`src/hdl/mcc_pkg.sv`:
```
// ----------------------------------------------------------------------------
// Morse codec package
// Shared character codes, field widths, table entry type and pattern mask.
// ----------------------------------------------------------------------------
package mcc_pkg;

    localparam int CHAR_W = 8;
    localparam int LEN_W  = 4;
    localparam int IDX_W  = 6;
    localparam int GAP_W  = 4;
    localparam int TAIL_W = 3;

    localparam logic [1:0] MODE_LOAD   = 2'd0;
    localparam logic [1:0] MODE_ENCODE = 2'd1;
    localparam logic [1:0] MODE_DECODE = 2'd2;

    localparam logic [CHAR_W-1:0] CH_DOT     = 8'h2E;
    localparam logic [CHAR_W-1:0] CH_DASH    = 8'h2D;
    localparam logic [CHAR_W-1:0] CH_SPACE   = 8'h20;
    localparam logic [CHAR_W-1:0] CH_NEWLINE = 8'h0A;

    localparam logic [GAP_W-1:0]  GAP_LOOKUP = 4'd3;
    localparam logic [GAP_W-1:0]  GAP_SPACE  = 4'd7;
    localparam logic [GAP_W-1:0]  GAP_MAX    = 4'd15;

    localparam logic [TAIL_W-1:0] WORD_SPACES = 3'd7;

    typedef struct packed {
        logic [CHAR_W-1:0] ch;
        logic [CHAR_W-1:0] bits;
        logic [LEN_W-1:0]  len;
    } t_entry;

    function automatic logic [CHAR_W-1:0] len_mask(input logic [LEN_W-1:0] len);
        logic [CHAR_W-1:0] m;
        if (len >= 4'd8) begin
            m = 8'hFF;
        end else begin
            m = (8'd1 << len[2:0]) - 8'd1;
        end
        return m;
    endfunction

endpackage

```
`src/hdl/morse_code_codec_unit.sv`:
```
// ----------------------------------------------------------------------------
// Morse code codec unit
// Loadable character/pattern table in a synchronous memory; encodes text
// characters to dot/dash beats and decodes a dot/dash/gap stream to text.
// Load, symbol and plain gap items are taken with no result.
// Encode or decode lookup: a table scan (one memory read per cycle),
// then the result beats in order, held while the output stalls.
// One item at a time: new input stalls until the last result beat is issued.
// Reset clears control and pending pattern state; table contents stay
// undefined until loaded, with no clearing pass.
// ----------------------------------------------------------------------------
module morse_code_codec_unit #(
    parameter int TABLE_ENTRIES = 36,
    parameter int MAX_SYMBOLS   = 8
) (
    input  logic                       i_clk,
    input  logic                       i_rst_n,
    input  logic                       i_in_valid,
    output logic                       o_in_stall,
    input  logic [1:0]                 i_mode,
    input  logic [mcc_pkg::CHAR_W-1:0] i_char_in,
    input  logic [mcc_pkg::IDX_W-1:0]  i_entry_index,
    input  logic [mcc_pkg::CHAR_W-1:0] i_entry_symbol,
    input  logic [mcc_pkg::CHAR_W-1:0] i_entry_pattern,
    input  logic [mcc_pkg::LEN_W-1:0]  i_entry_length,
    output logic                       o_out_valid,
    input  logic                       i_out_stall,
    output logic [mcc_pkg::CHAR_W-1:0] o_out_char,
    output logic                       o_last
);
    import mcc_pkg::*;

    localparam int AW = (TABLE_ENTRIES > 1) ? $clog2(TABLE_ENTRIES) : 1;
    localparam int CW = $clog2(TABLE_ENTRIES + 1);

    typedef enum logic [1:0] {S_IDLE, S_SEARCH, S_EMIT} t_state;

    t_state              r_state, n_state;
    logic                r_op_dec, n_op_dec;
    logic [CHAR_W-1:0]   r_key, n_key;
    logic [CW-1:0]       r_addr, n_addr;
    logic                r_cmp_vld, n_cmp_vld;
    logic [CHAR_W-1:0]   r_pbits, n_pbits;
    logic [LEN_W-1:0]    r_plen, n_plen;
    logic                r_povf, n_povf;
    logic [GAP_W-1:0]    r_gap, n_gap;
    logic                r_head_vld, n_head_vld;
    logic [CHAR_W-1:0]   r_head_char, n_head_char;
    logic [CHAR_W-1:0]   r_sym_bits, n_sym_bits;
    logic [LEN_W-1:0]    r_sym_idx, n_sym_idx;
    logic [LEN_W-1:0]    r_sym_len, n_sym_len;
    logic [TAIL_W-1:0]   r_tail_cnt, n_tail_cnt;
    logic [CHAR_W-1:0]   r_tail_char, n_tail_char;
    logic                r_out_valid, n_out_valid;
    logic [CHAR_W-1:0]   r_out_char, n_out_char;
    logic                r_last, n_last;

    t_entry              mem [TABLE_ENTRIES];
    t_entry              r_rd;
    t_entry              wr_entry;
    logic                wr_en;
    logic [LEN_W-1:0]    wr_len;

    logic                accept;
    logic                out_free;
    logic                issue;
    logic                hit;
    logic                sym_left;
    logic                more;
    logic [GAP_W-1:0]    gap_inc;

    assign accept   = i_in_valid && (r_state == S_IDLE);
    assign out_free = !r_out_valid || !i_out_stall;

    assign wr_len   = (i_entry_length > LEN_W'(MAX_SYMBOLS)) ? LEN_W'(MAX_SYMBOLS)
                                                            : i_entry_length;
    assign wr_entry = '{ch: i_entry_symbol, bits: i_entry_pattern, len: wr_len};
    assign wr_en    = accept && (i_mode == MODE_LOAD) &&
                      ({1'b0, i_entry_index} < 7'(TABLE_ENTRIES));

    always_ff @(posedge i_clk) begin
        if (wr_en) begin
            mem[i_entry_index[AW-1:0]] <= wr_entry;
        end
        r_rd <= mem[r_addr[AW-1:0]];
    end

    assign issue    = (r_state == S_SEARCH) && (r_addr < CW'(TABLE_ENTRIES));
    assign hit      = r_op_dec ? ((r_rd.len == r_plen) &&
                                  (((r_rd.bits ^ r_pbits) & len_mask(r_rd.len)) == '0))
                               : (r_rd.ch == r_key);
    assign sym_left = (r_sym_idx != r_sym_len);
    assign gap_inc  = (r_gap == GAP_MAX) ? r_gap : r_gap + 4'd1;

    always_comb begin
        n_state     = r_state;
        n_op_dec    = r_op_dec;
        n_key       = r_key;
        n_addr      = r_addr;
        n_cmp_vld   = 1'b0;
        n_pbits     = r_pbits;
        n_plen      = r_plen;
        n_povf      = r_povf;
        n_gap       = r_gap;
        n_head_vld  = r_head_vld;
        n_head_char = r_head_char;
        n_sym_bits  = r_sym_bits;
        n_sym_idx   = r_sym_idx;
        n_sym_len   = r_sym_len;
        n_tail_cnt  = r_tail_cnt;
        n_tail_char = r_tail_char;
        n_out_valid = out_free ? 1'b0 : r_out_valid;
        n_out_char  = r_out_char;
        n_last      = r_last;
        more        = 1'b0;

        case (r_state)
            S_IDLE: begin
                if (accept) begin
                    n_head_vld  = 1'b0;
                    n_sym_idx   = '0;
                    n_sym_len   = '0;
                    n_tail_cnt  = '0;
                    n_tail_char = CH_SPACE;
                    n_addr      = '0;
                    n_key       = i_char_in;
                    case (i_mode)
                        MODE_ENCODE: begin
                            n_op_dec = 1'b0;
                            if (i_char_in == CH_NEWLINE) begin
                                n_tail_cnt  = 3'd1;
                                n_tail_char = CH_NEWLINE;
                                n_state     = S_EMIT;
                            end else if (i_char_in == CH_SPACE) begin
                                n_tail_cnt = WORD_SPACES;
                                n_state    = S_EMIT;
                            end else begin
                                n_state = S_SEARCH;
                            end
                        end
                        MODE_DECODE: begin
                            n_op_dec = 1'b1;
                            if (i_char_in == CH_DOT || i_char_in == CH_DASH) begin
                                if (r_plen < LEN_W'(MAX_SYMBOLS)) begin
                                    if (i_char_in == CH_DASH) begin
                                        n_pbits = r_pbits | (8'd1 << r_plen[2:0]);
                                    end
                                    n_plen = r_plen + 4'd1;
                                end else begin
                                    n_povf = 1'b1;
                                end
                                n_gap = '0;
                            end else if (i_char_in == CH_NEWLINE ||
                                         gap_inc == GAP_LOOKUP) begin
                                if (i_char_in == CH_NEWLINE) begin
                                    n_tail_cnt  = 3'd1;
                                    n_tail_char = CH_NEWLINE;
                                end else begin
                                    n_gap = gap_inc;
                                end
                                if (r_povf) begin
                                    n_head_vld  = 1'b1;
                                    n_head_char = CH_SPACE;
                                    n_pbits     = '0;
                                    n_plen      = '0;
                                    n_povf      = 1'b0;
                                    n_state     = S_EMIT;
                                end else begin
                                    n_state = S_SEARCH;
                                end
                            end else begin
                                n_gap = gap_inc;
                                if (gap_inc == GAP_SPACE) begin
                                    n_tail_cnt = 3'd1;
                                    n_state    = S_EMIT;
                                end
                            end
                        end
                        default: begin
                        end
                    endcase
                end
            end
            S_SEARCH: begin
                if (issue) begin
                    n_addr    = r_addr + CW'(1);
                    n_cmp_vld = 1'b1;
                end
                if ((r_cmp_vld && hit) || (!r_cmp_vld && !issue)) begin
                    n_cmp_vld = 1'b0;
                    if (r_op_dec) begin
                        n_head_vld  = 1'b1;
                        n_head_char = r_cmp_vld ? r_rd.ch : CH_SPACE;
                        n_pbits     = '0;
                        n_plen      = '0;
                        n_povf      = 1'b0;
                        n_state     = S_EMIT;
                    end else if (r_cmp_vld) begin
                        n_sym_bits = r_rd.bits;
                        n_sym_len  = r_rd.len;
                        n_tail_cnt = 3'd1;
                        n_state    = S_EMIT;
                    end else begin
                        n_state = S_IDLE;
                    end
                end
            end
            S_EMIT: begin
                if (out_free) begin
                    n_out_valid = 1'b1;
                    if (r_head_vld) begin
                        n_out_char = r_head_char;
                        n_head_vld = 1'b0;
                        more       = sym_left || (r_tail_cnt != '0);
                    end else if (sym_left) begin
                        n_out_char = r_sym_bits[r_sym_idx[2:0]] ? CH_DASH : CH_DOT;
                        n_sym_idx  = r_sym_idx + 4'd1;
                        more       = (n_sym_idx != r_sym_len) || (r_tail_cnt != '0);
                    end else begin
                        n_out_char = r_tail_char;
                        n_tail_cnt = r_tail_cnt - 3'd1;
                        more       = (r_tail_cnt != 3'd1);
                    end
                    n_last = !more;
                    if (!more) begin
                        n_state = S_IDLE;
                    end
                end
            end
            default: begin
                n_state = S_IDLE;
            end
        endcase
    end

    always_ff @(posedge i_clk) begin
        if (!i_rst_n) begin
            r_state     <= S_IDLE;
            r_cmp_vld   <= 1'b0;
            r_pbits     <= '0;
            r_plen      <= '0;
            r_povf      <= 1'b0;
            r_gap       <= '0;
            r_head_vld  <= 1'b0;
            r_sym_idx   <= '0;
            r_sym_len   <= '0;
            r_tail_cnt  <= '0;
            r_out_valid <= 1'b0;
            r_addr      <= '0;
        end else begin
            r_state     <= n_state;
            r_cmp_vld   <= n_cmp_vld;
            r_pbits     <= n_pbits;
            r_plen      <= n_plen;
            r_povf      <= n_povf;
            r_gap       <= n_gap;
            r_head_vld  <= n_head_vld;
            r_sym_idx   <= n_sym_idx;
            r_sym_len   <= n_sym_len;
            r_tail_cnt  <= n_tail_cnt;
            r_out_valid <= n_out_valid;
            r_addr      <= n_addr;
        end
        r_op_dec    <= n_op_dec;
        r_key       <= n_key;
        r_head_char <= n_head_char;
        r_sym_bits  <= n_sym_bits;
        r_tail_char <= n_tail_char;
        r_out_char  <= n_out_char;
        r_last      <= n_last;
    end

    assign o_in_stall  = (r_state != S_IDLE);
    assign o_out_valid = r_out_valid;
    assign o_out_char  = r_out_char;
    assign o_last      = r_last;

    a_plen_bound: assert property (@(posedge i_clk) disable iff (!i_rst_n)
        r_plen <= LEN_W'(MAX_SYMBOLS))
        else $error("pending pattern longer than allowed");

    a_emit_nonempty: assert property (@(posedge i_clk) disable iff (!i_rst_n)
        (r_state == S_EMIT) |-> (r_head_vld || sym_left || (r_tail_cnt != '0)))
        else $error("emit state with nothing left to send");

    a_sym_idx: assert property (@(posedge i_clk) disable iff (!i_rst_n)
        r_sym_idx <= r_sym_len)
        else $error("symbol index past pattern length");

    a_symbol_quiet: assert property (@(posedge i_clk) disable iff (!i_rst_n)
        (accept && (i_mode == MODE_DECODE) &&
         (i_char_in == CH_DOT || i_char_in == CH_DASH)) |=> (r_state == S_IDLE))
        else $error("symbol beat left the idle state");

endmodule

```
`config.mk`:
```
export PLATFORM = sky130hd
export DESIGN_NAME = morse_code_codec_unit
export DESIGN_NICKNAME = d
export VERILOG_FILES = /design/src/hdl/mcc_pkg.sv /design/src/hdl/morse_code_codec_unit.sv
export SDC_FILE = /design/constraint.sdc
export NUM_CORES = 1
export LEC_CHECK = 0
export ABC_CLOCK_PERIOD_IN_PS = 4100
export BUFFER_PORTS_ARGS = -buffer_cell sky130_fd_sc_hd__buf_2
export CAP_MARGIN = 5
export CORE_MARGIN = 1.5
export CORE_UTILIZATION = 35
export DETAILED_ROUTE_END_ITERATION = 8
export SLEW_MARGIN = 20
export SYNTH_ARGS = -nofsm -noshare
export SYNTH_HDL_FRONTEND = slang
export SYNTH_SLANG_ARGS = --single-unit
```
`constraint.sdc`:
```
create_clock -name i_clk -period 4.1 [get_ports i_clk]
set_clock_uncertainty 0.15 [all_clocks]
set_input_delay 0 -clock i_clk [delete_from_list [all_inputs] [get_ports i_clk]]
set_output_delay 0 -clock i_clk [all_outputs]
set_load 0.01 [all_outputs]
```
After elaboration in Yosys (flattened, before gate mapping)

Memory sizes are Yosys's and may differ from the RTL's. A register that Yosys moved wholly into a read port is not among the register bits.
Cells that the tools add are included.

Flip-flop bits (word level): 81
Memory bits (writable): 720
Bits of input ports: 40
Output and inout bits: 11
Logic and storage cells: 236
Memories kept: 1

$add $sub $neg: 6
Order comparisons: 6
Eq/ne operators: 40
Shift operators: 2
Mux-type cells: 113
Bitwise operators: 6
Reduce and logical (&&, ||, !) cells: 43

Memory list:

| name | words | width | read ports | clocked after Yosys merged registers in | write ports | line                        | text |
|---|---|---|---|---|---|---|---|
| mem  | 36    | 20    | 1          | 1                                       | 1           | morse_code_codec_unit.sv:58 | `t_entry mem [TABLE_ENTRIES];` |

Operators by type and width:

| cell                  | number |
|---|---|
| $mux W8               | 20 |
| $mux W4               | 20 |
| $mux W3               | 11 |
| $pmux W8 S2           | 2 |
| $mux W6               | 5 |
| $mux W1               | 29 |
| $mux W2               | 13 |
| $eq A8 B6 Y1 const B  | 3 |
| $ne A2 B2 Y1 const B  | 12 |
| $pmux W4 S2           | 3 |
| $pmux W6 S2           | 2 |
| $reduce_and A8 Y1     | 3 |
| $shl A1 B3 Y8 const A | 2 |
| $reduce_and A5 Y1     | 3 |
| $reduce_and A7 Y1     | 2 |
| $add A4 B1 Y4 const B | 3 |
| $lt A6 B6 Y1 const B  | 2 |
| $ne A3 B3 Y1 const B  | 4 |
| $ne A3 B1 Y1 const B  | 3 |
| $pmux W3 S3           | 1 |
| $reduce_and A9 Y1     | 1 |
| $and A8 B8 Y8         | 1 |
| $eq A8 B4 Y1 const B  | 1 |
| $eq A8 B8 Y1          | 1 |
| other kinds (37)      | 69 |

Logic depth before layout (Yosys ltp)

Gate-level depths: netlist of the first run.

Word-level depth: 11
Gate-level depth with buffers: 11
Gate-level depth less buffers: 9

Least setup slack after synthesis of the first run

Ideal clock, no wire load.

Path kind: register to register
From: reg r_state[0]
To: mem mem[11][0] (netlist name) (enable)
Setup time: 0.397 ns
Arrival time: 2.588 ns
Required time: 3.553 ns
Slack: 0.965 ns
Stages on the path, launching flop included: 10
Buffers on the path: 1
Clock period less this slack: 3.135 ns
Path through: dfxtp_1 inv_1 ha_1 clkbuf_1 nand2_1 inv_1 nand2_1 nor2_1 nand3b_1 nor2_1

Word-level cells in the longest chain between the ends: 6

Ends and longest elaborated chain:

| what                             | line                         | text |
|---|---|---|
| from (decl)                      | morse_code_codec_unit.sv:38  | `t_state r_state, n_state;` |
| from (signal assigned)           | morse_code_codec_unit.sv:251 | `r_state <= n_state;` |
| $logic_not A2 Y1                 | morse_code_codec_unit.sv:72  | `assign accept = i_in_valid && (r_state == S_IDLE);` |
| $logic_and A1 B1 Y1              | morse_code_codec_unit.sv:72  |  |
| $logic_and A1 B1 Y1 (2 in a row) | morse_code_codec_unit.sv:78  | `assign wr_en = accept && (i_mode == MODE_LOAD) &&` |
| $mux W1                          | morse_code_codec_unit.sv:82  | `if (wr_en) begin` |
| $mux W1 (not written as such)    | morse_code_codec_unit.sv:83  | `mem[i_entry_index[AW-1:0]] <= wr_entry;` |
| to (decl)                        | morse_code_codec_unit.sv:58  |  |

No other way between the ends.

Worst setup path after layout of the first run

From: reg r_state[1]
To: mem mem[34][8] (netlist name) (enable)

The elaborated chain is that of the path after synthesis.

==> results of run 1 <==
-- power groups by stage --
stage | clock (mW) | combinational, mW | sequential (mW)
detailed placement | 0 | 1.44 | 9.49
global route | 7.95 | 1.58 | 9.33
global placement | 0 | 1.41 | 9.48
finish | 7.47 | 1.46 | 9.31
CTS | 7.65 | 1.48 | 9.31
floorplan | 0 | 0.911 | 9.45
-- metal layers --
layer | wire [µm] | vias up | GRT usage
li1 | - | 6723 | -
met1 | 33300 | 8322 | 0.236
met2 | 33900 | 534 | 0.241
met3 | 4700 | 103 | 0.0267
met4 | 1840 | 4 | 0.0501
met5 | 22 | - | 0
-- state kept, by name, summed over array words and instances (netlist names), 2 cells and up, named ones only --
signal,cells
r_pbits,8
r_plen,4
r_rd,20
r_addr,6
r_sym_len,4
r_state,2
r_sym_idx,4
mem,720
r_sym_bits,8
r_key,8
r_tail_cnt,3
r_tail_char,2
o_out_char,8
r_head_char,8
r_gap,4
-- Yosys cell counts, types with 5 or more instances --
| cell | count | area share |
|---|---|---|
| sky130_fd_sc_hd__edfxtp_1 | 756 | 0.71 |
| sky130_fd_sc_hd__dfxtp_1 | 59 | 0.037 |
| sky130_fd_sc_hd__clkbuf_1 | 47 | 0.0055 |
| sky130_fd_sc_hd__nand3_1 | 15 | 0.0024 |
| sky130_fd_sc_hd__buf_1 | 22 | 0.0026 |
| sky130_fd_sc_hd__and2_1 | 8 | 0.0016 |
| sky130_fd_sc_hd__a41oi_1 | 8 | 0.0022 |
| sky130_fd_sc_hd__nand2_1 | 53 | 0.0062 |
| sky130_fd_sc_hd__a31oi_1 | 5 | 0.00098 |
| sky130_fd_sc_hd__nor3_1 | 10 | 0.0016 |
| sky130_fd_sc_hd__mux2i_1 | 25 | 0.0078 |
| sky130_fd_sc_hd__xnor2_1 | 16 | 0.0044 |
| sky130_fd_sc_hd__nor2_1 | 72 | 0.0085 |
| sky130_fd_sc_hd__a21oi_1 | 16 | 0.0025 |
| sky130_fd_sc_hd__nand4_1 | 5 | 0.00098 |
| sky130_fd_sc_hd__and3_1 | 8 | 0.0016 |
| sky130_fd_sc_hd__nand2b_1 | 7 | 0.0014 |
| sky130_fd_sc_hd__nand3b_1 | 6 | 0.0014 |
| sky130_fd_sc_hd__mux4_2 | 222 | 0.16 |
| sky130_fd_sc_hd__xor2_1 | 18 | 0.0049 |
| sky130_fd_sc_hd__ha_1 | 19 | 0.0075 |
| sky130_fd_sc_hd__o21ai_0 | 49 | 0.0077 |
| sky130_fd_sc_hd__or3_1 | 6 | 0.0012 |
| sky130_fd_sc_hd__inv_1 | 19 | 0.0022 |
-- metrics by stage --
stage / std cells / total power, mW / utilization / area (µm²)
2_1_floorplan: 1541 / 10.4 / - / 31900
3_3_place_gp: 2761 / 10.9 / 0.377 / 34000
3_5_place_dp: 2761 / 10.9 / 0.377 / 34000
4_1_cts: 2957 / 18.4 / 0.413 / 37200
5_1_grt: 2957 / 18.9 / 0.413 / 37200
6_report: 2958 / 18.2 / 0.413 / 37200
-- placed cells by master (no fill, tap or decap), types with 4 or more instances in the layout --
cell,n
sky130_fd_sc_hd__edfxtp_1,756
sky130_fd_sc_hd__mux4_2,222
sky130_fd_sc_hd__clkbuf_16,83
sky130_fd_sc_hd__buf_4,61
sky130_fd_sc_hd__dfxtp_1,55
sky130_fd_sc_hd__nand2_1,53
sky130_fd_sc_hd__buf_2,50
sky130_fd_sc_hd__o21ai_0,49
sky130_fd_sc_hd__dlygate4sd3_1,45
sky130_fd_sc_hd__nor2_1,36
sky130_fd_sc_hd__nor2_2,36
sky130_fd_sc_hd__mux2i_1,25
sky130_fd_sc_hd__inv_1,19
sky130_fd_sc_hd__ha_1,19
sky130_fd_sc_hd__xor2_1,18
sky130_fd_sc_hd__clkinv_2,17
sky130_fd_sc_hd__clkbuf_1,17
sky130_fd_sc_hd__xnor2_1,16
sky130_fd_sc_hd__a21oi_1,16
sky130_fd_sc_hd__nand3_1,15
sky130_fd_sc_hd__clkinv_1,14
sky130_fd_sc_hd__nor3_1,10
sky130_fd_sc_hd__and3_1,8
sky130_fd_sc_hd__and2_1,8
sky130_fd_sc_hd__a41oi_1,8
sky130_fd_sc_hd__nand2b_1,7
sky130_fd_sc_hd__bufinv_16,7
sky130_fd_sc_hd__or3_1,6
sky130_fd_sc_hd__nand3b_1,6
sky130_fd_sc_hd__buf_12,6
sky130_fd_sc_hd__nand4_1,5
sky130_fd_sc_hd__a31oi_1,5
sky130_fd_sc_hd__mux2_2,4
sky130_fd_sc_hd__a211oi_1,4
sky130_fd_sc_hd__nor4_1,4
sky130_fd_sc_hd__clkinv_16,4
sky130_fd_sc_hd__clkbuf_8,4
-- cell type report --
cell class / count / share of cell area
antenna: 1 / 0.0000673
inverter: 19 / 0.00192
timing repair buffer: 162 / 0.0344
sequential: 815 / 0.643
clock inverter: 47 / 0.0141
clock buffer: 104 / 0.0590
tap: 1176 / 0.0396
multi-input combinational: 634 / 0.208
-- final timing paths --
path              endpoint  slack [ns]         start  depth (start not counted)
max             mem[34][8]        0.52    r_state[1]                          9
min reg2reg  r_sym_bits[6]        0.32      r_rd[10]                          0
max reg2reg     mem[34][8]        0.52    r_state[1]                          9
min               r_key[3]        0.04  i_char_in[3]                          2
-- cells by family (layout without fill, tap and decap cells) --
logic type               Yosys count  after routing
other                              0              1
multiplexers                     251            251
buffers and inverters             92            332
AO/OA/AOI/OAI                    116            116
adder cells (fa/ha/maj)           19             19
flip-flops                       815            815
AND/OR/NAND/NOR                  214            214
XOR/XNOR                          34             34
-- repair_timing --
action                    4_1_cts  5_1_grt
hold endpoints to repair      790        0
hold buffers                   45        0
resized for setup               0        0
-- worst max-delay path: stages (launching register included) --
cell and delay (ns):
sky130_fd_sc_hd__dfxtp_1 0.33, sky130_fd_sc_hd__inv_1 0.11, sky130_fd_sc_hd__ha_1 0.32, sky130_fd_sc_hd__nand2_1 0.26
sky130_fd_sc_hd__inv_1 0.17, sky130_fd_sc_hd__buf_4 0.26, sky130_fd_sc_hd__nand4_1 0.17, sky130_fd_sc_hd__dlygate4sd3_1 0.66
sky130_fd_sc_hd__nor2_2 0.21, sky130_fd_sc_hd__dlygate4sd3_1 0.63
==> flow_summary.html, run 1 <==
<table>
<tr><th>Metric</th><th>Value</th></tr>
<tr><th colspan="2">Synthesis</th></tr>
<tr><td>Mux contribution to synthesized area</td><td>0.166</td></tr>
<tr><td>Most frequently used flop master after synthesis</td><td>sky130_fd_sc_hd__edfxtp_1</td></tr>
<tr><td>Share of synthesized cell area in full adder, half adder and majority cells</td><td>0.00745</td></tr>
<tr><td>Post-synth ARST share</td><td>0</td></tr>
<tr><td>Post-synthesis instance area</td><td>31900 µm²</td></tr>
<tr><td>Post-synth EDFFs</td><td>756</td></tr>
<tr><td>Fraction of the mapped netlist area in simple logic gates</td><td>0.0334</td></tr>
<tr><td>Post-synthesis compound-gate area fraction</td><td>0.0236</td></tr>
<tr><td>Mean instance size in the synthesized netlist</td><td>20.7 µm²</td></tr>
<tr><td>Synth cell types</td><td>61</td></tr>
<tr><td>Xor and xnor area share after synthesis</td><td>0.00934</td></tr>
<tr><td>Seq/Total Area, Yosys</td><td>0.749</td></tr>
<tr><td>Instance count of the mapped netlist</td><td>1541</td></tr>
<tr><td>Synthesis-stage register bit count</td><td>815</td></tr>
<tr><td>Count of synthesis-stage warnings from yosys</td><td>0</td></tr>
<tr><td>Combinational family with the most area after synthesis</td><td>multiplexers</td></tr>
<tr><td>Syn_nets</td><td>1600</td></tr>
<tr><th colspan="2">Drt</th></tr>
<tr><td>Detailed-route via count</td><td>15700</td></tr>
<tr><td>Number of vias per cell after detailed routing</td><td>5.30</td></tr>
<tr><td>Total routed wirelength</td><td>73700 µm</td></tr>
<tr><td>Router iterations before antenna repair</td><td>5</td></tr>
<tr><td>1st-iter DRT viols</td><td>1453</td></tr>
<tr><td>DRC viols</td><td>0</td></tr>
<tr><td>Final antenna-violating net count</td><td>0</td></tr>
<tr><td>Routed wire length per instance</td><td>24.9 µm</td></tr>
<tr><th colspan="2">Place</th></tr>
<tr><td>Buffers on Ports</td><td>50</td></tr>
<tr><td>Post-DP HPWL</td><td>46500 µm</td></tr>
<tr><td>Post-placement setup slack</td><td>0.905 ns</td></tr>
<tr><td>GP Congestion</td><td>0.811</td></tr>
<tr><th colspan="2">STA</th></tr>
<tr><td>RSZ-0062 raised after global routing</td><td>no</td></tr>
<tr><td>Final hold slack</td><td>0.0433 ns</td></tr>
<tr><td>Setup violators final</td><td>0</td></tr>
<tr><td>Final worst path period need</td><td>3.58 ns</td></tr>
<tr><td>Highest clock frequency the design can meet</td><td>0.279 GHz</td></tr>
<tr><td>Normalized max-slew margin</td><td>0.339</td></tr>
<tr><td>Hold violation total from the final report</td><td>0</td></tr>
<tr><td>Post-route fraction of the period consumed by the critical path</td><td>0.873</td></tr>
<tr><td>Worst slew pin tran</td><td>0.989 ns</td></tr>
<tr><td>Slew Limit Fails</td><td>0</td></tr>
<tr><td>Setup slack after layout</td><td>0.519 ns</td></tr>
<tr><td>Final setup TNS</td><td>0 ns</td></tr>
<tr><th colspan="2">Setup path</th></tr>
<tr><td>Worst Setup Start Kind</td><td>flop</td></tr>
<tr><td>Worst Path Arrival</td><td>3.77 ns</td></tr>
<tr><td>CP endpoint kind</td><td>flop</td></tr>
<tr><td>Critical-path maximum fanout</td><td>12</td></tr>
<tr><td>Start-to-end type of the worst setup path</td><td>reg -&gt; reg</td></tr>
<tr><td>Required time of the worst setup path</td><td>4.29 ns</td></tr>
<tr><th colspan="2">Floorplanning</th></tr>
<tr><td># rows</td><td>110</td></tr>
<tr><td>Area of the core region</td><td>90100 µm²</td></tr>
<tr><td>Effective utilization at floorplan</td><td>0.354</td></tr>
<tr><td>Chip Height</td><td>305 µm</td></tr>
<tr><td>Die outline area</td><td>92900 µm²</td></tr>
<tr><td>Ports</td><td>51</td></tr>
<tr><td>Width of the die</td><td>305 µm</td></tr>
<tr><th colspan="2">GRT</th></tr>
<tr><td>Global-route wire length before repair</td><td>109000 µm</td></tr>
<tr><td>Largest net degree at the start of global routing</td><td>50</td></tr>
<tr><td>Total routing usage reported by global routing</td><td>0.159</td></tr>
<tr><td>Total congestion overflow</td><td>0</td></tr>
<tr><td>Initial antenna violation count</td><td>4</td></tr>
<tr><td>Via count of the first global-routing pass</td><td>15800</td></tr>
<tr><th colspan="2">Cells and area</th></tr>
<tr><td>Area growth syn-to-layout</td><td>16.6%</td></tr>
<tr><td>Combined area of the multi-input logic cells</td><td>7750 µm²</td></tr>
<tr><td>Nets</td><td>1774</td></tr>
<tr><td>Filler cell count</td><td>7819</td></tr>
<tr><td>Share of post-route cells with drive strength above 1</td><td>0.292</td></tr>
<tr><td>FF/Latch Area</td><td>23900 µm²</td></tr>
<tr><th colspan="2">Clocking</th></tr>
<tr><td>Number of buffers inserted to repair setup after CTS</td><td>0</td></tr>
<tr><td>Clock Sinks</td><td>815</td></tr>
<tr><td>TritonCTS clock tree</td><td>done</td></tr>
<tr><td>Total number of H-tree levels</td><td>3</td></tr>
<tr><td>Root buffer cell</td><td>sky130_fd_sc_hd__clkbuf_16</td></tr>
<tr><td>Max clock buf depth</td><td>3</td></tr>
<tr><td>Clock edge transition at the registers on the reported setup and hold paths</td><td>0.06 ns</td></tr>
<tr><td>Number of clock buffers inserted by TritonCTS</td><td>83</td></tr>
<tr><td>Latest clock arrival within the worst-skew pair</td><td>0.65 ns</td></tr>
<tr><th colspan="2">Power and ir drop</th></tr>
<tr><td>Static leakage</td><td>11.4 nW</td></tr>
<tr><td>Internal power</td><td>14.1 mW</td></tr>
<tr><td>Worst supply voltage drop on vdd</td><td>342 µV</td></tr>
<tr><td>P per Cell Area</td><td>491 nW/µm²</td></tr>
<tr><td>Net switching power</td><td>4.15 mW</td></tr>
<tr><td>Combinational group share of total power</td><td>0.080</td></tr>
<tr><td>Switching share of power</td><td>0.227</td></tr>
<tr><td>Clock network power share</td><td>0.410</td></tr>
<tr><td>Proportion of power drawn by flip-flops and latches</td><td>0.510</td></tr>
<tr><th colspan="2">Job</th></tr>
<tr><td>Reported max-cap violation count</td><td>0</td></tr>
<tr><th colspan="2">Outcome</th></tr>
<tr><td>Status</td><td>complete, no violations</td></tr>
<tr><th colspan="2">Worst hold path</th></tr>
<tr><td>Worst hold-check path type</td><td>in -&gt; reg</td></tr>
</table>
No activity file was read; power rests on OpenSTA's default activity.
==> inputs of run 2 (changes only) <==
PLACE_DENSITY_LB_ADDON = 0.2   (was default)
==> flow_summary.html, run 2 (same netlist as run 1, synthesis figures left out) <==
<table>
<tr><th>Metric</th><th>Value</th></tr>
<tr><th colspan="2">Floorplanning</th></tr>
<tr><td>Effective utilization at floorplan</td><td>0.354 (unchanged)</td></tr>
<tr><td>Ports</td><td>51 (unchanged)</td></tr>
<tr><td>Chip Height</td><td>305 µm (unchanged)</td></tr>
<tr><td>Area of the core region</td><td>90100 µm² (unchanged)</td></tr>
<tr><td>Width of the die</td><td>305 µm (unchanged)</td></tr>
<tr><td># rows</td><td>110 (unchanged)</td></tr>
<tr><td>Die outline area</td><td>92900 µm² (unchanged)</td></tr>
<tr><th colspan="2">STA</th></tr>
<tr><td>Final setup TNS</td><td>0 ns (unchanged)</td></tr>
<tr><td>Final worst path period need</td><td>3.28 ns (was 3.58 ns)</td></tr>
<tr><td>RSZ-0062 raised after global routing</td><td>no (unchanged)</td></tr>
<tr><td>Post-route fraction of the period consumed by the critical path</td><td>0.799 (was 0.873)</td></tr>
<tr><td>Worst slew pin tran</td><td>1.16 ns (was 0.989 ns)</td></tr>
<tr><td>Hold violation total from the final report</td><td>0 (unchanged)</td></tr>
<tr><td>Highest clock frequency the design can meet</td><td>0.305 GHz (was 0.279 GHz)</td></tr>
<tr><td>Setup slack after layout</td><td>0.825 ns (was 0.519 ns)</td></tr>
<tr><td>Normalized max-slew margin</td><td>0.227 (was 0.339)</td></tr>
<tr><td>Setup violators final</td><td>0 (unchanged)</td></tr>
<tr><td>Slew Limit Fails</td><td>0 (unchanged)</td></tr>
<tr><th colspan="2">GRT</th></tr>
<tr><td>Via count of the first global-routing pass</td><td>15900 (was 15800)</td></tr>
<tr><td>Met1 usage in global routing</td><td>0.235 (was 0.236)</td></tr>
<tr><td>Total congestion overflow</td><td>0 (unchanged)</td></tr>
<tr><td>Total routing usage reported by global routing</td><td>0.170 (was 0.159)</td></tr>
<tr><td>Largest net degree at the start of global routing</td><td>44 (was 50)</td></tr>
<tr><td>Initial antenna violation count</td><td>4 (unchanged)</td></tr>
<tr><td>Most heavily used metal layer in global routing</td><td>met2 (unchanged)</td></tr>
<tr><td>Met2 usage</td><td>0.271 (was 0.241)</td></tr>
<tr><td>Global-route wire length before repair</td><td>113000 µm (was 109000 µm)</td></tr>
<tr><td>Met3 GRT Util</td><td>0.0305 (was 0.0267)</td></tr>
<tr><th colspan="2">Clocking</th></tr>
<tr><td>Clock edge transition at the registers on the reported setup and hold paths</td><td>0.06 ns (about the same)</td></tr>
<tr><td>TritonCTS clock tree</td><td>done (unchanged)</td></tr>
<tr><td>Count of instances resized after the clock tree is built</td><td>0 (unchanged)</td></tr>
<tr><td>Total number of H-tree levels</td><td>3 (unchanged)</td></tr>
<tr><td>Latest clock arrival within the worst-skew pair</td><td>0.63 ns (was 0.65 ns)</td></tr>
<tr><td>Clock Sinks</td><td>815 (unchanged)</td></tr>
<tr><td>Max clock buf depth</td><td>3 (unchanged)</td></tr>
<tr><td>Root buffer cell</td><td>sky130_fd_sc_hd__clkbuf_16 (unchanged)</td></tr>
<tr><td>Number of clock buffers inserted by TritonCTS</td><td>84 (was 83)</td></tr>
<tr><th colspan="2">Cells and area</th></tr>
<tr><td>Most common cell after layout, fill and taps aside</td><td>sky130_fd_sc_hd__edfxtp_1 (unchanged)</td></tr>
<tr><td>Layout Utilization</td><td>0.412 (was 0.413)</td></tr>
<tr><td>Number of flip-flops under the largest register name</td><td>720 (unchanged)</td></tr>
<tr><td>Nets</td><td>1776 (was 1774)</td></tr>
<tr><td>Share of post-route cells with drive strength above 1</td><td>0.290 (was 0.292)</td></tr>
<tr><td>Filler cell count</td><td>7829 (was 7819)</td></tr>
<tr><td>Area growth syn-to-layout</td><td>16.5% (was 16.6%)</td></tr>
<tr><td>Combined area of the multi-input logic cells</td><td>7760 µm² (was 7750 µm²)</td></tr>
<tr><td>Most frequent cells in the layout</td><td>sky130_fd_sc_hd__edfxtp_1 (756), sky130_fd_sc_hd__mux4_2 (222), sky130_fd_sc_hd__clkbuf_16 (86) (was sky130_fd_sc_hd__edfxtp_1 (756), sky130_fd_sc_hd__mux4_2 (222), sky130_fd_sc_hd__clkbuf_16 (83))</td></tr>
<tr><td>FF/Latch Area</td><td>23900 µm² (about the same)</td></tr>
<tr><th colspan="2">Power and ir drop</th></tr>
<tr><td>Net switching power</td><td>4.12 mW (was 4.15 mW)</td></tr>
<tr><td>Static leakage</td><td>11.4 nW (about the same)</td></tr>
<tr><td>Combinational group share of total power</td><td>0.082 (was 0.080)</td></tr>
<tr><td>Total design power</td><td>18.1 mW (was 18.2 mW)</td></tr>
<tr><td>Switching share of power</td><td>0.227 (about the same)</td></tr>
<tr><td>Worst supply voltage drop on vdd</td><td>377 µV (was 342 µV)</td></tr>
<tr><td>Proportion of power drawn by flip-flops and latches</td><td>0.514 (was 0.510)</td></tr>
<tr><td>Clock network power share</td><td>0.404 (was 0.410)</td></tr>
<tr><td>P per Cell Area</td><td>488 nW/µm² (was 491 nW/µm²)</td></tr>
<tr><td>Internal power</td><td>14.0 mW (was 14.1 mW)</td></tr>
<tr><th colspan="2">Setup path</th></tr>
<tr><td>Start-to-end type of the worst setup path</td><td>reg -&gt; reg (unchanged)</td></tr>
<tr><td>CP endpoint kind</td><td>flop (unchanged)</td></tr>
<tr><td>Critical-path maximum fanout</td><td>20 (was 12)</td></tr>
<tr><td>Slowest cell on crit path</td><td>sky130_fd_sc_hd__nand3b_1 (was sky130_fd_sc_hd__dlygate4sd3_1)</td></tr>
<tr><td>Max stage delay on crit path</td><td>0.51 ns (was 0.66 ns)</td></tr>
<tr><td>Worst Path Arrival</td><td>3.42 ns (was 3.77 ns)</td></tr>
<tr><td>Required time of the worst setup path</td><td>4.25 ns (was 4.29 ns)</td></tr>
<tr><td>Worst Setup Start Kind</td><td>flop (unchanged)</td></tr>
<tr><td>CP Cell Sequence</td><td>inv_1 &gt; ha_1 &gt; nand2_1 &gt; inv_1 &gt; nand2_1 &gt; nor2_1 &gt; nand3b_1 &gt; nor2_2 &gt; buf_4 (was inv_1 &gt; ha_1 &gt; nand2_1 &gt; inv_1 &gt; buf_4 &gt; nand4_1 &gt; dlygate4sd3_1 &gt; nor2_2 &gt; dlygate4sd3_1)</td></tr>
<tr><th colspan="2">Drt</th></tr>
<tr><td>Detailed-route via count</td><td>15500 (was 15700)</td></tr>
<tr><td>DRC viols</td><td>0 (unchanged)</td></tr>
<tr><td>Final antenna-violating net count</td><td>0 (unchanged)</td></tr>
<tr><td>Routed wire length per instance</td><td>26.5 µm (was 24.9 µm)</td></tr>
<tr><td>Router iterations before antenna repair</td><td>5 (unchanged)</td></tr>
<tr><td>1st-iter DRT viols</td><td>1503 (was 1453)</td></tr>
<tr><td>Number of vias per cell after detailed routing</td><td>5.23 (was 5.30)</td></tr>
<tr><td>Total routed wirelength</td><td>78600 µm (was 73700 µm)</td></tr>
<tr><th colspan="2">Job</th></tr>
<tr><td>Reported max-cap violation count</td><td>0 (unchanged)</td></tr>
<tr><th colspan="2">Place</th></tr>
<tr><td>Buffers on Ports</td><td>50 (unchanged)</td></tr>
<tr><td>Post-DP HPWL</td><td>49800 µm (was 46500 µm)</td></tr>
<tr><td>Post-placement setup slack</td><td>0.858 ns (was 0.905 ns)</td></tr>
<tr><td>GP Congestion</td><td>0.814 (was 0.811)</td></tr>
<tr><th colspan="2">Worst hold path</th></tr>
<tr><td>Worst hold-check path type</td><td>in -&gt; reg (unchanged)</td></tr>
<tr><th colspan="2">Outcome</th></tr>
<tr><td>Status</td><td>complete, no violations (unchanged)</td></tr>
</table>
-- run 2: final timing paths --
| kind | startpoint | to | slack [ns] | cells past startpoint |
|---|---|---|---|---|
| worst max-delay path | r_state[1] | mem[10][12] | 0.82 | 9 |
| worst min register to register | r_rd[9] | r_sym_bits[5] | 0.31 | 0 |
| worst max register to register | r_state[1] | mem[10][12] | 0.82 | 9 |
| worst min-delay path | i_char_in[2] | r_key[2] | 0.05 | 2 |
-- run 2: repair_timing --
action,in CTS,in global routing
hold buffers,45,0
buffers inserted,0,0
endpoints found under the hold margin,779,0
-- run 2: cell type report --
type                       instances  area share
antenna                            1   0.0000674
clock buffer                     110      0.0614
clock inverter                    47     0.00950
inverter                          19     0.00192
multi-input combinational        634       0.209
sequential                       815       0.643
tap                             1176      0.0396
timing repair buffer             163      0.0353
-- run 2: stage by stage --
step | cells | cell area, µm² | hold slack, ns
finish | 2965 | 37100 | 0.0450
global route | 2964 | 37100 | 0.0432
CTS | 2964 | 37100 | 0.0155
detailed placement | 2762 | 34100 | 0.0458
global placement | 2762 | 34100 | 0.0429
floorplan | 1541 | 31900 | -0.0511
-- run 2: power by group through the flow --
stage                     Clock [mW]  Sequential [mW]  Combinational [mW]
after floorplan                    0             9.45               0.911
after global placement             0             9.49                1.45
after detailed placement           0             9.49                1.47
after CTS                       7.51             9.32                1.51
after global routing            7.78             9.32                1.60
final                           7.32             9.31                1.48
-- run 2: critical path: cells and delay by family, from the launching register on --
family	cells	cell delay [ns]
adder cells (fa/ha/maj)	1	0.34
flip-flops	1	0.33
buffers and inverters	3	0.64
AND/OR/NAND/NOR	5	1.46
-- run 2: layer usage --
metal  vias to the layer above  wire length [µm]
met2                       450             38000
li1                       6745                 -
met3                       105              4590
met5                         -                 0
met4                         0              2280
met1                      8199             33800
==> inputs of run 3 (changes only) <==
ABC_CLOCK_PERIOD_IN_PS = 2900   (was 4100)
clock period = 2.9 ns   (was 4.1 ns; I/O delays follow)
==> flow_summary.html, run 3 (same netlist as run 1, synthesis figures left out) <==
<table>
<tr><th>Metric</th><th>Value</th></tr>
<tr><th colspan="2">Setup path</th></tr>
<tr><td>Depth of the most critical reg-to-reg path</td><td>8 (was 9)</td></tr>
<tr><td>Worst Setup Start Kind</td><td>flop (unchanged)</td></tr>
<tr><td>Minimum setup slack among reg-to-reg paths</td><td>0.11 ns (was 0.82 ns)</td></tr>
<tr><td>CP endpoint kind</td><td>flop (unchanged)</td></tr>
<tr><td>Worst Path Arrival</td><td>3.21 ns (was 3.42 ns)</td></tr>
<tr><td>Depth of the critical timing path with buffers and inverters included</td><td>8 (was 9)</td></tr>
<tr><td>CP Cell Sequence</td><td>xnor2_1 &gt; nand2_1 &gt; or4_4 &gt; or4_4 &gt; a211oi_4 &gt; buf_4 &gt; a41oi_1 &gt; a211oi_2 (was inv_1 &gt; ha_1 &gt; nand2_1 &gt; inv_1 &gt; nand2_1 &gt; nor2_1 &gt; nand3b_1 &gt; nor2_2 &gt; buf_4)</td></tr>
<tr><td>End point of the critical path</td><td>r_plen[3] (was mem[10][12])</td></tr>
<tr><td>Most used cell along the critical path</td><td>sky130_fd_sc_hd__or4_4</td></tr>
<tr><td>Max stage delay on crit path</td><td>0.54 ns (was 0.51 ns)</td></tr>
<tr><td>Required time of the worst setup path</td><td>3.33 ns (was 4.25 ns)</td></tr>
<tr><td>Cell class contributing the biggest share of worst-path delay</td><td>simple AND/OR/NAND/NOR gates (unchanged)</td></tr>
<tr><td>Capturing point of the worst reg2reg path</td><td>r_plen[3] (was mem[10][12])</td></tr>
<tr><td>Buf/Inv on CP</td><td>1 (was 3)</td></tr>
<tr><td>Slowest cell on crit path</td><td>sky130_fd_sc_hd__or4_4 (was sky130_fd_sc_hd__nand3b_1)</td></tr>
<tr><td>Start-to-end type of the worst setup path</td><td>reg -&gt; reg (unchanged)</td></tr>
<tr><td>Critical-path maximum fanout</td><td>6 (was 20)</td></tr>
<tr><td>Critical Path Source</td><td>r_plen[1] (was r_state[1])</td></tr>
<tr><td>Origin of the critical flop-to-flop path</td><td>r_plen[1] (was r_state[1])</td></tr>
<tr><th colspan="2">Drt</th></tr>
<tr><td>1st-iter DRT viols</td><td>1515 (was 1503)</td></tr>
<tr><td>Number of vias per cell after detailed routing</td><td>5.27 (was 5.23)</td></tr>
<tr><td>Detailed-route via count</td><td>15800 (was 15500)</td></tr>
<tr><td>DRC viols</td><td>0 (unchanged)</td></tr>
<tr><td>Final antenna-violating net count</td><td>0 (unchanged)</td></tr>
<tr><td>Router iterations before antenna repair</td><td>5 (unchanged)</td></tr>
<tr><td>Total routed wirelength</td><td>79500 µm (was 78600 µm)</td></tr>
<tr><td>Routed wire length per instance</td><td>26.5 µm (about the same)</td></tr>
<tr><th colspan="2">Clocking</th></tr>
<tr><td>Latest clock arrival within the worst-skew pair</td><td>0.66 ns (was 0.63 ns)</td></tr>
<tr><td>Clock edge transition at the registers on the reported setup and hold paths</td><td>0.06 ns (about the same)</td></tr>
<tr><td>Root buffer cell</td><td>sky130_fd_sc_hd__clkbuf_16 (unchanged)</td></tr>
<tr><td>Number of clock buffers inserted by TritonCTS</td><td>87 (was 84)</td></tr>
<tr><td>Clock Sinks</td><td>815 (unchanged)</td></tr>
<tr><td>Max clock buf depth</td><td>3 (unchanged)</td></tr>
<tr><td>TritonCTS clock tree</td><td>done (unchanged)</td></tr>
<tr><td>Total number of H-tree levels</td><td>3 (unchanged)</td></tr>
<tr><th colspan="2">GRT</th></tr>
<tr><td>Largest net degree at the start of global routing</td><td>47 (was 44)</td></tr>
<tr><td>Initial antenna violation count</td><td>6 (was 4)</td></tr>
<tr><td>Global-route wire length before repair</td><td>116000 µm (was 113000 µm)</td></tr>
<tr><td>Via count of the first global-routing pass</td><td>16500 (was 15900)</td></tr>
<tr><td>Total congestion overflow</td><td>0 (unchanged)</td></tr>
<tr><td>Total routing usage reported by global routing</td><td>0.172 (was 0.170)</td></tr>
<tr><th colspan="2">Power and ir drop</th></tr>
<tr><td>Proportion of power drawn by flip-flops and latches</td><td>0.506 (was 0.514)</td></tr>
<tr><td>Total design power</td><td>26.0 mW (was 18.1 mW)</td></tr>
<tr><td>Internal power</td><td>20.0 mW (was 14.0 mW)</td></tr>
<tr><td>Worst supply voltage drop on vdd</td><td>498 µV (was 377 µV)</td></tr>
<tr><td>Switching share of power</td><td>0.231 (was 0.227)</td></tr>
<tr><td>Clock network power share</td><td>0.412 (was 0.404)</td></tr>
<tr><td>P per Cell Area</td><td>686 nW/µm² (was 488 nW/µm²)</td></tr>
<tr><td>Net switching power</td><td>6.00 mW (was 4.12 mW)</td></tr>
<tr><td>Combinational group share of total power</td><td>0.082 (about the same)</td></tr>
<tr><td>Static leakage</td><td>11.7 nW (was 11.4 nW)</td></tr>
<tr><th colspan="2">STA</th></tr>
<tr><td>Setup violators final</td><td>0 (unchanged)</td></tr>
<tr><td>Worst slew pin tran</td><td>0.865 ns (was 1.16 ns)</td></tr>
<tr><td>Post-route fraction of the period consumed by the critical path</td><td>0.961 (was 0.799)</td></tr>
<tr><td>Final worst path period need</td><td>2.79 ns (was 3.28 ns)</td></tr>
<tr><td>Hold violation total from the final report</td><td>0 (unchanged)</td></tr>
<tr><td>Slew Limit Fails</td><td>0 (unchanged)</td></tr>
<tr><td>Normalized max-slew margin</td><td>0.423 (was 0.227)</td></tr>
<tr><td>Highest clock frequency the design can meet</td><td>0.359 GHz (was 0.305 GHz)</td></tr>
<tr><th colspan="2">Outcome</th></tr>
<tr><td>Status</td><td>complete, no violations (unchanged)</td></tr>
<tr><th colspan="2">Floorplanning</th></tr>
<tr><td>Die outline area</td><td>92900 µm² (unchanged)</td></tr>
<tr><td>Area of the core region</td><td>90100 µm² (unchanged)</td></tr>
<tr><td>Chip Height</td><td>305 µm (unchanged)</td></tr>
<tr><td># rows</td><td>110 (unchanged)</td></tr>
<tr><td>Width of the die</td><td>305 µm (unchanged)</td></tr>
<tr><td>Effective utilization at floorplan</td><td>0.354 (unchanged)</td></tr>
<tr><td>Ports</td><td>51 (unchanged)</td></tr>
<tr><th colspan="2">Place</th></tr>
<tr><td>Buffers on Ports</td><td>50 (unchanged)</td></tr>
<tr><td>Post-DP HPWL</td><td>47300 µm (was 49800 µm)</td></tr>
<tr><td>Standard cell area after detailed placement</td><td>34600 µm² (was 34100 µm²)</td></tr>
<tr><td>GP Congestion</td><td>0.799 (was 0.814)</td></tr>
<tr><th colspan="2">Cells and area</th></tr>
<tr><td>Most frequent cells in the layout</td><td>sky130_fd_sc_hd__edfxtp_1 (756), sky130_fd_sc_hd__mux4_2 (222), sky130_fd_sc_hd__clkbuf_16 (88) (was sky130_fd_sc_hd__edfxtp_1 (756), sky130_fd_sc_hd__mux4_2 (222), sky130_fd_sc_hd__clkbuf_16 (86))</td></tr>
<tr><td>Nets</td><td>1809 (was 1776)</td></tr>
<tr><td>Area growth syn-to-layout</td><td>18.7% (was 16.5%)</td></tr>
<tr><td>Share of post-route cells with drive strength above 1</td><td>0.307 (was 0.290)</td></tr>
<tr><td>Number of flip-flops under the largest register name</td><td>720 (unchanged)</td></tr>
<tr><td>Most common cell after layout, fill and taps aside</td><td>sky130_fd_sc_hd__edfxtp_1 (unchanged)</td></tr>
<tr><td>Diodes inserted</td><td>0 (was 1)</td></tr>
<tr><td>Post-layout instance area</td><td>37900 µm² (was 37100 µm²)</td></tr>
<tr><th colspan="2">Worst hold path</th></tr>
<tr><td>Worst hold-check path type</td><td>in -&gt; reg (unchanged)</td></tr>
<tr><td>Worst Hold Launch</td><td>i_entry_index[5] (was i_char_in[2])</td></tr>
<tr><th colspan="2">Job</th></tr>
<tr><td>Reported max-cap violation count</td><td>0 (unchanged)</td></tr>
</table>
-- run 3: power groups by stage --
stage | sequential, mW | combinational, mW | clock, mW
after floorplan | 13.4 | 1.29 | 0
after global placement | 13.4 | 2.09 | 0
after detailed placement | 13.4 | 2.12 | 0
after CTS | 13.1 | 2.17 | 10.9
after global routing | 13.2 | 2.33 | 11.4
final | 13.1 | 2.14 | 10.7
-- run 3: worst min-delay path by stage --
| stage | slack [ns] | cells past startpoint | endpoint |
|---|---|---|---|
| floorplan | -0.05 | 0 | mem[0][10] |
| global placement | 0.05 | 1 | r_key[4] |
| detailed placement | 0.04 | 1 | r_key[6] |
| CTS | 0.003 | 4 | mem[20][7] |
| global route | 0.008 | 5 | mem[14][7] |
| finish | 0.02 | 5 | mem[14][7] |
-- run 3: worst min-delay path: stages --
cell                       delay [ns]
sky130_fd_sc_hd__buf_2           0.13
sky130_fd_sc_hd__nor2_1          0.10
sky130_fd_sc_hd__nand3b_1        0.15
sky130_fd_sc_hd__nor2_2          0.08
sky130_fd_sc_hd__buf_12          0.17
-- run 3: final cells by class --
class | instances | area (µm²)
inverters | 19 | 71.3
clock inverters | 51 | 462
fillers | 7902 | 52300
flip-flops and latches | 815 | 23900
repair buffers | 193 | 1900
multi-input cells | 634 | 7750
clock buffers | 111 | 2300
well taps | 1176 | 1470
-- run 3: timing repair --
action,4_1_cts,5_1_grt
setup endpoints to repair,0,89
hold buffers,43,1
endpoints found under the hold margin,740,19
resized for setup,0,6
setup buffers,0,4
-- run 3: layer usage --
layer / share of wire / vias to the layer above / track usage
li1: - / 6808 / -
met1: 0.43 / 8492 / 0.234
met2: 0.49 / 398 / 0.286
met3: 0.052 / 114 / 0.0302
met4: 0.024 / 4 / 0.0479
met5: 0.00036 / - / 0
-- run 3: metrics by stage --
stage	setup WS, ns	hold WS, ns	util	setup TNS (ns)	cells
after detailed placement	0.0715	0.0442	0.384	0	2789
after CTS	0.0602	0.00311	0.419	0	2994
after global placement	0.118	0.0464	0.384	0	2789
final	0.114	0.0191	0.420	0	2999
after global routing	-0.0297	0.00793	0.420	-0.0403	2999
after floorplan	-0.235	-0.0511	-	-122.59	1541
